<file path="config.mk">
export PLATFORM = sky130hd
export DESIGN_NAME = bcd_rtc_to_epoch_seconds
export DESIGN_NICKNAME = d
export VERILOG_FILES = /design/src/rtl/rtcep_pkg.sv /design/src/rtl/rtcep_cfg.sv /design/src/rtl/rtcep_decode.sv /design/src/rtl/rtcep_scale.sv /design/src/rtl/bcd_rtc_to_epoch_seconds.sv
export SDC_FILE = /design/constraint.sdc
export NUM_CORES = 1
export LEC_CHECK = 0
export BUFFER_PORTS_ARGS = -buffer_cell sky130_fd_sc_hd__buf_4
export CORE_MARGIN = 2
export CORE_UTILIZATION = 46
export CTS_BUF_LIST = sky130_fd_sc_hd__clkbuf_2
export DETAILED_ROUTE_END_ITERATION = 12
export HOLD_SLACK_MARGIN = 0.05
export PLACE_DENSITY = 0.66
export SKIP_CTS_REPAIR_TIMING = 1
export SLEW_MARGIN = 10
export SYNTH_ARGS = -nofsm -noshare
export SYNTH_HDL_FRONTEND = slang
export SYNTH_SLANG_ARGS = --single-unit
</file>
<file path="constraint.sdc">
create_clock -name clk -period 9.8 [get_ports clk]
set_input_delay 0.98 -clock clk [delete_from_list [all_inputs] [get_ports clk]]
set_output_delay 0.98 -clock clk [all_outputs]
set_load 0.05 [all_outputs]
</file>
<file path="src/rtl/rtcep_pkg.sv">
// ----------------------------------------------------------------------------
// rtcep_pkg
// types, constants and helpers for the rtc snapshot to epoch converter
// ----------------------------------------------------------------------------
package rtcep_pkg;

    localparam logic [7:0]  STATUS_ABSENT_HI = 8'hFF;
    localparam logic [7:0]  STATUS_ABSENT_LO = 8'h00;
    localparam logic [7:0]  YEAR_PIVOT       = 8'd70;
    localparam logic [7:0]  CENTURY          = 8'd100;
    localparam logic [3:0]  MONTH_LIMIT      = 4'd13;
    localparam logic [31:0] SECS_PER_DAY     = 32'd86400;
    localparam logic [31:0] SECS_PER_MIN     = 32'd60;
    localparam logic [14:0] MINS_PER_HOUR    = 15'd60;
    localparam logic [15:0] DAYS_PER_YEAR    = 16'd365;
    // leap years counted below 1970, i.e. floor(69 / 4)
    localparam logic [5:0]  LEAPS_BEFORE     = 6'd17;

    // configuration register indexes
    localparam logic CFG_UTC_MODE    = 1'b0;
    localparam logic CFG_ZONE_OFFSET = 1'b1;

    typedef struct packed {
        logic              utc_mode;
        logic signed [10:0] zone_offset_minutes;
    } rtcep_cfg_t;

    // decoded snapshot between decode and scaling
    typedef struct packed {
        logic signed [16:0] days;
        logic signed [14:0] minutes;
        logic [7:0]         secs;
        logic               missing;
    } rtcep_mid_t;

    // high nibble times ten plus low nibble, no digit check
    function automatic logic [7:0] bcd_decode(input logic [7:0] b);
        logic [7:0] hi;
        logic [7:0] lo;
        hi = {4'd0, b[7:4]};
        lo = {4'd0, b[3:0]};
        return (hi << 3) + (hi << 1) + lo;
    endfunction

    // days in the months before month m (m already clipped to 0..13)
    function automatic logic [8:0] month_cum_days(input logic [3:0] m, input logic leap);
        logic [8:0] d;
        case (m)
            4'd2:    d = 9'd31;
            4'd3:    d = 9'd59;
            4'd4:    d = 9'd90;
            4'd5:    d = 9'd120;
            4'd6:    d = 9'd151;
            4'd7:    d = 9'd181;
            4'd8:    d = 9'd212;
            4'd9:    d = 9'd243;
            4'd10:   d = 9'd273;
            4'd11:   d = 9'd304;
            4'd12:   d = 9'd334;
            4'd13:   d = 9'd365;
            default: d = 9'd0;
        endcase
        if (leap && (m >= 4'd3))
        begin
            d = d + 9'd1;
        end
        return d;
    endfunction

endpackage

</file>
<file path="src/rtl/rtcep_cfg.sv">
// ----------------------------------------------------------------------------
// rtcep_cfg
// configuration registers: utc mode and time zone offset
// ----------------------------------------------------------------------------
module rtcep_cfg (
    input  logic                 clk,
    input  logic                 rst_n,
    input  logic                 cfg_valid,
    output logic                 cfg_ready,
    input  logic                 cfg_index,
    input  logic [10:0]          cfg_data,
    output rtcep_pkg::rtcep_cfg_t cfg
);
    import rtcep_pkg::*;

    logic               utc_mode_reg;
    logic signed [10:0] zone_reg;

    assign cfg_ready = 1'b1;

    always_ff @(posedge clk or negedge rst_n)
    begin
        if (!rst_n)
        begin
            utc_mode_reg <= 1'b0;
            zone_reg     <= '0;
        end
        else if (cfg_valid && cfg_ready)
        begin
            unique case (cfg_index)
                CFG_UTC_MODE:    utc_mode_reg <= cfg_data[0];
                CFG_ZONE_OFFSET: zone_reg     <= cfg_data;
                default:         ;
            endcase
        end
    end

    assign cfg.utc_mode            = utc_mode_reg;
    assign cfg.zone_offset_minutes = zone_reg;

endmodule

</file>
<file path="src/rtl/rtcep_decode.sv">
// ----------------------------------------------------------------------------
// rtcep_decode
// bcd decode, closed-form day count and minute count with zone correction
// ----------------------------------------------------------------------------
module rtcep_decode (
    input  logic [7:0]            status_a_byte,
    input  logic [7:0]            year_bcd,
    input  logic [7:0]            month_bcd,
    input  logic [7:0]            day_bcd,
    input  logic [7:0]            hour_bcd,
    input  logic [7:0]            minute_bcd,
    input  logic [7:0]            sec_bcd,
    input  rtcep_pkg::rtcep_cfg_t cfg,
    output rtcep_pkg::rtcep_mid_t mid
);
    import rtcep_pkg::*;

    logic [7:0]         year_dec;
    logic [7:0]         year_adj;
    logic [7:0]         year_m1;
    logic [7:0]         years_since;
    logic [5:0]         leaps;
    logic               leap;
    logic [15:0]        year_days;
    logic [7:0]         month_dec;
    logic [3:0]         month_clip;
    logic [8:0]         month_days;
    logic [7:0]         day_dec;
    logic [7:0]         hour_dec;
    logic [7:0]         minute_dec;
    logic signed [10:0] tz;

    always_comb
    begin
        year_dec    = bcd_decode(year_bcd);
        // leap test on the two-digit value, same as after the century fix
        leap        = (year_dec[1:0] == 2'b00);
        year_adj    = (year_dec < YEAR_PIVOT) ? year_dec + CENTURY : year_dec;
        years_since = year_adj - YEAR_PIVOT;
        year_m1     = year_adj - 8'd1;
        leaps       = year_m1[7:2] - LEAPS_BEFORE;
        year_days   = 16'(years_since) * DAYS_PER_YEAR + 16'(leaps);

        month_dec   = bcd_decode(month_bcd);
        month_clip  = (month_dec > 8'(MONTH_LIMIT)) ? MONTH_LIMIT : month_dec[3:0];
        month_days  = month_cum_days(month_clip, leap);

        day_dec     = bcd_decode(day_bcd);
        hour_dec    = bcd_decode(hour_bcd);
        minute_dec  = bcd_decode(minute_bcd);
        tz          = cfg.utc_mode ? 11'sd0 : cfg.zone_offset_minutes;

        // day zero gives minus one day here, wrapped later
        mid.days    = signed'(17'(year_days) + 17'(month_days) + 17'(day_dec) - 17'd1);
        mid.minutes = signed'(15'(hour_dec) * MINS_PER_HOUR + 15'(minute_dec)
                              - {{4{tz[10]}}, tz});
        mid.secs    = bcd_decode(sec_bcd);
        mid.missing = (status_a_byte == STATUS_ABSENT_HI) ||
                      (status_a_byte == STATUS_ABSENT_LO);
    end

endmodule

</file>
<file path="src/rtl/rtcep_scale.sv">
// ----------------------------------------------------------------------------
// rtcep_scale
// scales days and minutes to seconds, sums modulo 2^32; zero if clock missing
// ----------------------------------------------------------------------------
module rtcep_scale (
    input  rtcep_pkg::rtcep_mid_t mid,
    output logic [31:0]           epoch_next
);
    import rtcep_pkg::*;

    logic [31:0] days_ext;
    logic [31:0] mins_ext;
    logic [31:0] total;

    always_comb
    begin
        days_ext   = {{15{mid.days[16]}}, mid.days};
        mins_ext   = {{17{mid.minutes[14]}}, mid.minutes};
        total      = days_ext * SECS_PER_DAY + mins_ext * SECS_PER_MIN + 32'(mid.secs);
        epoch_next = mid.missing ? 32'd0 : total;
    end

endmodule

</file>
<file path="src/rtl/bcd_rtc_to_epoch_seconds.sv">
// ----------------------------------------------------------------------------
// bcd_rtc_to_epoch_seconds
// pc rtc bcd snapshot to seconds since 1970, three register pipeline
// ----------------------------------------------------------------------------
// usage:
//   input channel: in_valid / in_stall carry one rtc snapshot word (status
//   byte plus bcd year, month, day, hour, minute, second). a word is taken
//   at a clock edge with in_valid high and in_stall low.
//   output channel: out_valid / out_stall carry epoch_seconds and
//   clock_missing; the receiver holds out_stall high to wait.
//   config channel: cfg_valid / cfg_ready, cfg_index 0 = utc mode,
//   1 = zone offset in minutes (11-bit signed). cfg_ready is always high.
// path: a taken word passes the decode and result registers to out_valid.
// throughput: one word per cycle while the output is not stalled; set by the
//   input, decode and result registers, each moving unless held by a stall.
// stall: back-pressure passes back combinationally; in_stall goes high
//   only when all three registers hold words and out_stall is high.
// reset: rst_n clears all valid flags and the config registers
//   (utc mode off, zero offset).
// ----------------------------------------------------------------------------
module bcd_rtc_to_epoch_seconds (
    input  logic        clk,
    input  logic        rst_n,
    input  logic        in_valid,
    output logic        in_stall,
    input  logic [7:0]  status_a_byte,
    input  logic [7:0]  year_bcd,
    input  logic [7:0]  month_bcd,
    input  logic [7:0]  day_bcd,
    input  logic [7:0]  hour_bcd,
    input  logic [7:0]  minute_bcd,
    input  logic [7:0]  sec_bcd,
    output logic        out_valid,
    input  logic        out_stall,
    output logic [31:0] epoch_seconds,
    output logic        clock_missing,
    input  logic        cfg_valid,
    output logic        cfg_ready,
    input  logic        cfg_index,
    input  logic [10:0] cfg_data
);
    import rtcep_pkg::*;

    rtcep_cfg_t  cfg;
    rtcep_mid_t  mid_next;
    rtcep_mid_t  mid_reg;
    logic [31:0] epoch_next;

    logic        in_vld_reg;
    logic        mid_vld_reg;
    logic        out_vld_reg;
    logic [7:0]  status_reg;
    logic [7:0]  year_reg;
    logic [7:0]  month_reg;
    logic [7:0]  day_reg;
    logic [7:0]  hour_reg;
    logic [7:0]  minute_reg;
    logic [7:0]  sec_reg;
    logic [31:0] epoch_reg;
    logic        missing_reg;

    logic        out_open;
    logic        mid_open;
    logic        in_open;

    rtcep_cfg u_cfg (
        .clk       (clk),
        .rst_n     (rst_n),
        .cfg_valid (cfg_valid),
        .cfg_ready (cfg_ready),
        .cfg_index (cfg_index),
        .cfg_data  (cfg_data),
        .cfg       (cfg)
    );

    rtcep_decode u_decode (
        .status_a_byte (status_reg),
        .year_bcd      (year_reg),
        .month_bcd     (month_reg),
        .day_bcd       (day_reg),
        .hour_bcd      (hour_reg),
        .minute_bcd    (minute_reg),
        .sec_bcd       (sec_reg),
        .cfg           (cfg),
        .mid           (mid_next)
    );

    rtcep_scale u_scale (
        .mid        (mid_reg),
        .epoch_next (epoch_next)
    );

    // a stage can load when it is empty or its word moves on this cycle
    assign out_open = !out_vld_reg || !out_stall;
    assign mid_open = !mid_vld_reg || out_open;
    assign in_open  = !in_vld_reg || mid_open;
    assign in_stall = !in_open;

    always_ff @(posedge clk or negedge rst_n)
    begin
        if (!rst_n)
        begin
            in_vld_reg  <= 1'b0;
            mid_vld_reg <= 1'b0;
            out_vld_reg <= 1'b0;
        end
        else
        begin
            if (in_open)
            begin
                in_vld_reg <= in_valid;
            end
            if (mid_open)
            begin
                mid_vld_reg <= in_vld_reg;
            end
            if (out_open)
            begin
                out_vld_reg <= mid_vld_reg;
            end
        end
    end

    always_ff @(posedge clk)
    begin
        if (in_open && in_valid)
        begin
            status_reg <= status_a_byte;
            year_reg   <= year_bcd;
            month_reg  <= month_bcd;
            day_reg    <= day_bcd;
            hour_reg   <= hour_bcd;
            minute_reg <= minute_bcd;
            sec_reg    <= sec_bcd;
        end
        if (mid_open && in_vld_reg)
        begin
            mid_reg <= mid_next;
        end
        if (out_open && mid_vld_reg)
        begin
            epoch_reg   <= epoch_next;
            missing_reg <= mid_reg.missing;
        end
    end

    assign out_valid     = out_vld_reg;
    assign epoch_seconds = epoch_reg;
    assign clock_missing = missing_reg;

endmodule

</file>
==> results.sh, run 1 <==
export IMPL_status="finished clean"
export IMPL_period_needed_ns=9.44
export IMPL_overflow=0
export IMPL_fill_cells=3467
export IMPL_final_setup_worst_slack_ns=0.359
export IMPL_gp_congestion=0.879
export IMPL_setup_violations=0
export IMPL_synth_edff_count=130
export IMPL_worst_path_max_fanout=4
export IMPL_ant_nets=0
export IMPL_antenna_found_initial=1
export IMPL_via_per_inst=4.99
export IMPL_clock_latency_ns=0.84
export IMPL_grt_usage_pct=16.9
export IMPL_post_route_drc_count=0
export IMPL_routedWlPerCell_um=13.5
export IMPL_worstReg2RegStart="year_reg[5]$_DFFE_PP_"
export IMPL_numCtsBuffers=17
export IMPL_syn_avg_cell_area_um2=10.3
export IMPL_hold_path_class="in2reg"
export IMPL_area_growth_synth_to_final_pct=11.5
export IMPL_place_area_mm2=0.0191
export IMPL_drtPass1Iterations=6
export IMPL_worstHoldEndpoint="status_reg[0]$_DFFE_PP_"
export IMPL_netlist_instances=1716
export IMPL_drt_iter0_markers=478
export IMPL_wl_mm=32.0
export IMPL_grt_pass1_wl_mm=54.6
export IMPL_slowest_stage="fa_1"
export IMPL_largest_register_ffs=41
export IMPL_worstHoldPathCells=1
export IMPL_worstHoldStart="status_a_byte[0]"
export IMPL_grt_max_degree=57
export IMPL_critPathCaptureType="flip-flop"
export IMPL_fin_crit_sh_pct=96.3
export IMPL_pre_cts_ws_ns=-0.0596
export IMPL_die_w_um=200
export IMPL_seqCellArea_mm2=0.00428
export IMPL_cts_htree_levels=4
export IMPL_synth_nets=2267
export IMPL_drive_above_1_share_pct=13.0
export IMPL_synth_main_ff_cell="edfxtp_1"
export IMPL_design_area_mm2=0.0196
export IMPL_maxCapViolCount=0
export IMPL_yosysSeqAreaShare_pct=24.3
export IMPL_slowest_delay_ns=0.57
export IMPL_multi_input_area_mm2=0.0121
export IMPL_cp_data_arrival_time_ns=10.02
export IMPL_synth_seq_cells=145
export IMPL_max_clock_freq_mhz=106
export IMPL_rows=71
export IMPL_ff2ff_path_depth=37
export IMPL_cts_tree="yes"
export IMPL_timing_rr_end="mid_reg[39]$_DFFE_PP_"
export IMPL_grt_pass1_vias=12000
export IMPL_clkTransAtPathRegs_ns=0.30
export IMPL_design_core_area_mm2=0.0377
export IMPL_dp_hpwl_mm=26.8
export IMPL_r2r_slack_ns=0.36
export IMPL_slew_viol_final=0
export IMPL_syn_area_mm2=0.0176
export IMPL_finalHoldViolCount=0
export IMPL_cp_common_cell="ha_1"
export IMPL_root_buffer="clkbuf_2"
export IMPL_tightestPinTransition_ns=0.955
export IMPL_cts_sinks=145
export IMPL_finClkSkew_ns=0.0588
export IMPL_synth_distinct_cells=83
export IMPL_num_vias=11900
export IMPL_nets=2404
export IMPL_io_buffers=107
export IMPL_clk_path_buf_depth=2
export IMPL_dieArea_mm2=0.0398
export IMPL_slew_headroom_pct=36.3
export IMPL_critical_path_class="reg2reg"
export IMPL_worstSetupStartpointType="flip-flop"
export IMPL_die_h_um=200
export IMPL_async_flop_share_pct=10.3
export IMPL_start_util_pct=46.7
export IMPL_yosys_warnings=0
export IMPL_ios=109
export IMPL_cp_required_ns=10.38
[cells by family after synthesis]
family | count (synthesis) | synth area share [%]
adder cells (fa/ha/maj) | 478 | 40.0
buffers and inverters | 362 | 7.76
AO/OA/AOI/OAI | 283 | 10.8
AND/OR/NAND/NOR | 281 | 8.29
XOR/XNOR | 145 | 7.43
flip-flops | 145 | 24.3
multiplexers | 21 | 1.32
other | 1 | 0.0213
[worst max-delay path by stage]
stage / from / endpoint / slack (ns) / cells past startpoint
floorplan: year_reg[3]$_DFFE_PP_ / mid_reg[39]$_DFFE_PP_ / 0.26 / 38
global placement: year_reg[3]$_DFFE_PP_ / mid_reg[39]$_DFFE_PP_ / 0.14 / 38
detailed placement: year_reg[4]$_DFFE_PP_ / mid_reg[39]$_DFFE_PP_ / -0.06 / 38
CTS: year_reg[4]$_DFFE_PP_ / mid_reg[39]$_DFFE_PP_ / -0.09 / 38
global route: year_reg[4]$_DFFE_PP_ / mid_reg[39]$_DFFE_PP_ / -0.10 / 38
finish: year_reg[5]$_DFFE_PP_ / mid_reg[39]$_DFFE_PP_ / 0.36 / 37
[synth_stat cells (all sizes together) (10+ instances only)]
cell type	instances	area share [%]
ha	337	24
and2	12	0.43
nor2	74	1.6
a21oi	92	2.7
clkbuf	10	0.22
inv	350	7.5
o31ai	16	0.84
edfxtp	130	22
nand3	22	0.63
xor2	35	1.8
nor3	22	0.68
o21a	12	0.51
dfrtp	15	2.1
nand4	11	0.39
fa	141	16
xnor2	109	5.5
mux2	17	1.1
o21ai	37	1.1
nand2	46	0.98
nor2b	28	1.0
nand2b	20	0.75
a31oi	10	0.36
o21bai	16	0.68
a21o	42	1.8
[metrics by stage]
stage	hold WS (ns)	setup TNS [ns]	util, %	std cells
2_1_floorplan	0.400	0	-	1716
3_3_place_gp	0.403	0	50.7	2336
3_5_place_dp	0.448	-0.115	50.7	2336
4_1_cts	-0.156	-0.178	51.4	2368
5_1_grt	0.181	-0.174	52.1	2378
6_report	0.289	0	52.1	2378
[worst max-delay path: cells and delay by family, from the launching register on]
kind            cells  cell delay [ns]
fa+ha+maj          14             4.82
compound gates     12             2.59
simple gates        3             0.66
flops               1             0.46
xor+xnor            3             0.42
buf+inv             5             0.27
[per-layer routing]
| layer | track usage, % | up-vias | part of all wire (%) |
|---|---|---|---|
| li1 | - | 6078 | - |
| met1 | 22.9 | 5585 | 49 |
| met2 | 28.2 | 185 | 46 |
| met3 | 2.57 | 21 | 3.3 |
| met4 | 4.39 | 0 | 1.0 |
| met5 | 0 | - | 0 |
[cells in the final DEF, fill, tap and decap left out, types with 7 or more instances in the layout]
master / count
nor2_1: 74
nand2_1: 46
xor2_1: 32
edfxtp_1: 130
a21oi_1: 84
nor3_1: 19
and3_1: 7
o21a_1: 12
buf_4: 129
o21ai_0: 31
inv_1: 349
o21bai_1: 16
or3_1: 9
o31ai_1: 12
dfrtp_1: 15
nand4_1: 11
mux2_2: 17
clkbuf_2: 17
nand3_1: 22
nor2b_1: 26
a211oi_1: 7
ha_1: 330
a31oi_1: 10
fa_1: 140
nand2b_1: 19
and2_1: 8
a21o_1: 41
xnor2_1: 108
or2_2: 9
[cell type report]
type                    count  area share, %
flip-flops and latches    145           21.8
inverters                 350           6.70
diodes                      1         0.0128
repair buffers            130           4.99
clock buffers              17          0.434
well taps                 511           3.26
multi-input cells        1209           61.8
clock inverters            15          0.976
Power of run 1 is left out: the tool's default activity adds up to more than one toggle a clock period on the data nets, which glitch-free logic cannot reach.
==> run 2: changes to the inputs <==
--- a/config.mk
+++ b/config.mk
@@ -12,6 +12,7 @@
 export DETAILED_ROUTE_END_ITERATION = 12
 export HOLD_SLACK_MARGIN = 0.05
 export PLACE_DENSITY = 0.66
+export REMOVE_ABC_BUFFERS = 1
 export SKIP_CTS_REPAIR_TIMING = 1
 export SLEW_MARGIN = 10
 export SYNTH_ARGS = -nofsm -noshare
==> results.sh, run 2 (synthesis results as in run 1) <==
export IMPL_status="finished clean"
export IMPL_tightestPinTransition_ns=0.976
export IMPL_clock_latency_ns=0.82
export IMPL_nets=2402
export IMPL_worst_path_max_fanout=4
export IMPL_ios=109
export IMPL_root_buffer="clkbuf_2"
export IMPL_worstSetupStartpointType="flip-flop"
export IMPL_cp_required_ns=10.36
export IMPL_critPathCaptureType="flip-flop"
export IMPL_cp_data_arrival_time_ns=9.92
export IMPL_ant_nets=0
export IMPL_rows=71
export IMPL_slew_headroom_pct=34.9
export IMPL_maxCapViolCount=0
export IMPL_finClkSkew_ns=0.0565
export IMPL_design_core_area_mm2=0.0377
export IMPL_wl_mm=32.0
export IMPL_grt_max_degree=57
export IMPL_period_needed_ns=9.36
export IMPL_grt_usage_pct=17.0
export IMPL_clk_path_buf_depth=2
export IMPL_die_h_um=200
export IMPL_die_w_um=200
export IMPL_clkTransAtPathRegs_ns=0.29
export IMPL_final_common_cell="inv_1"
export IMPL_gp_congestion=0.867
export IMPL_post_route_drc_count=0
export IMPL_fin_setup_tns_ns=0
export IMPL_grt_pass1_wl_mm=54.8
export IMPL_max_clock_freq_mhz=107
export IMPL_largest_register_ffs=41
export IMPL_hold_path_class="in2reg"
export IMPL_drtPass1Iterations=5
export IMPL_io_buffers=107
export IMPL_slowest_stage="fa_1"
export IMPL_fill_cells=3416
export IMPL_finalHoldViolCount=0
export IMPL_crit_start="year_reg[5]$_DFFE_PP_"
export IMPL_final_cell_mix="inv_1 (348), ha_1 (332), fa_1 (140)"
export IMPL_timing_rr_end="mid_reg[40]$_DFFE_PP_"
export IMPL_drive_above_1_share_pct=12.9
export IMPL_cp_common_cell="fa_1"
export IMPL_slew_viol_final=0
export IMPL_multi_input_area_mm2=0.0121
export IMPL_place_area_mm2=0.0191
export IMPL_overflow=0
export IMPL_area_growth_synth_to_final_pct=11.3
export IMPL_grt_pass1_vias=12100
export IMPL_dieArea_mm2=0.0398
export IMPL_setup_violations=0
export IMPL_num_vias=11800
export IMPL_worstHoldPathCells=1
export IMPL_r2r_slack_ns=0.44
export IMPL_fin_crit_sh_pct=95.6
export IMPL_design_area_mm2=0.0196
export IMPL_cts_htree_levels=4
export IMPL_numCtsBuffers=17
export IMPL_cts_sinks=145
export IMPL_routedWlPerCell_um=13.4
export IMPL_worstHoldEndpoint="sec_reg[2]$_DFFE_PP_"
export IMPL_critical_path_class="reg2reg"
export IMPL_worstReg2RegStart="year_reg[5]$_DFFE_PP_"
export IMPL_worstHoldStart="sec_bcd[2]"
export IMPL_ff2ff_path_depth=38
export IMPL_antenna_found_initial=1
export IMPL_drt_iter0_markers=468
export IMPL_seqCellArea_mm2=0.00428
export IMPL_start_util_pct=46.7
export IMPL_slowest_delay_ns=0.58
export IMPL_via_per_inst=4.99
export IMPL_dp_hpwl_mm=26.6
export IMPL_cts_tree="yes"
==> run 2: cell types whose count changed in the layout (fill, tap and decap cells not counted), sizes merged <==
cell and change:
buf -2, bufinv -1, clkinvlp +1
==> run 2: cell type report <==
class | instances | share of cell area (%)
Multi-Input combinational cell | 1209 | 61.9
Sequential cell | 145 | 21.9
Inverter | 350 | 6.71
Timing Repair Buffer | 128 | 4.92
Tap cell | 511 | 3.27
Clock inverter | 15 | 0.876
Clock buffer | 17 | 0.435
Antenna cell | 1 | 0.0128
==> run 2: worst max-delay path by stage <==
| stage | endpoint | slack (ns) | cells past startpoint |
|---|---|---|---|
| after floorplan | mid_reg[39]$_DFFE_PP_ | 0.26 | 38 |
| after global placement | mid_reg[39]$_DFFE_PP_ | 0.13 | 38 |
| after detailed placement | mid_reg[40]$_DFFE_PP_ | -0.10 | 41 |
| after CTS | mid_reg[40]$_DFFE_PP_ | -0.13 | 41 |
| after global routing | mid_reg[39]$_DFFE_PP_ | -0.06 | 38 |
| final | mid_reg[40]$_DFFE_PP_ | 0.44 | 38 |
==> run 2: per-stage QoR <==
stage                     utilization [%]  hold WS, ns  cells  setup slack, ns
after floorplan                         -        0.400   1704            0.261
after detailed placement             50.7        0.405   2336           -0.101
after CTS                            51.4       -0.133   2368           -0.128
after global routing                 52.0        0.167   2376          -0.0556
after global placement               50.7        0.402   2336            0.130
final                                52.0        0.306   2376            0.435
==> run 2: metal layers <==
metal | GRT usage [%] | wire (um) | up-vias
li1 | - | - | 6075
met1 | 23.3 | 15800 | 5557
met2 | 27.6 | 14500 | 180
met3 | 3.63 | 1260 | 35
met4 | 3.57 | 374 | 0
met5 | 0 | 0 | -
==> run 2: worst max-delay path, delay by kind of cell, from the launching register on <==
kind / cells / cell delay (ns)
XOR/XNOR: 3 / 0.49
AND/OR/NAND/NOR: 3 / 0.27
AO/OA/AOI/OAI: 11 / 2.28
flip-flops: 1 / 0.45
adder cells (fa/ha/maj): 13 / 5.12
buffers and inverters: 8 / 0.55
Power of run 2 is left out for the same reason.
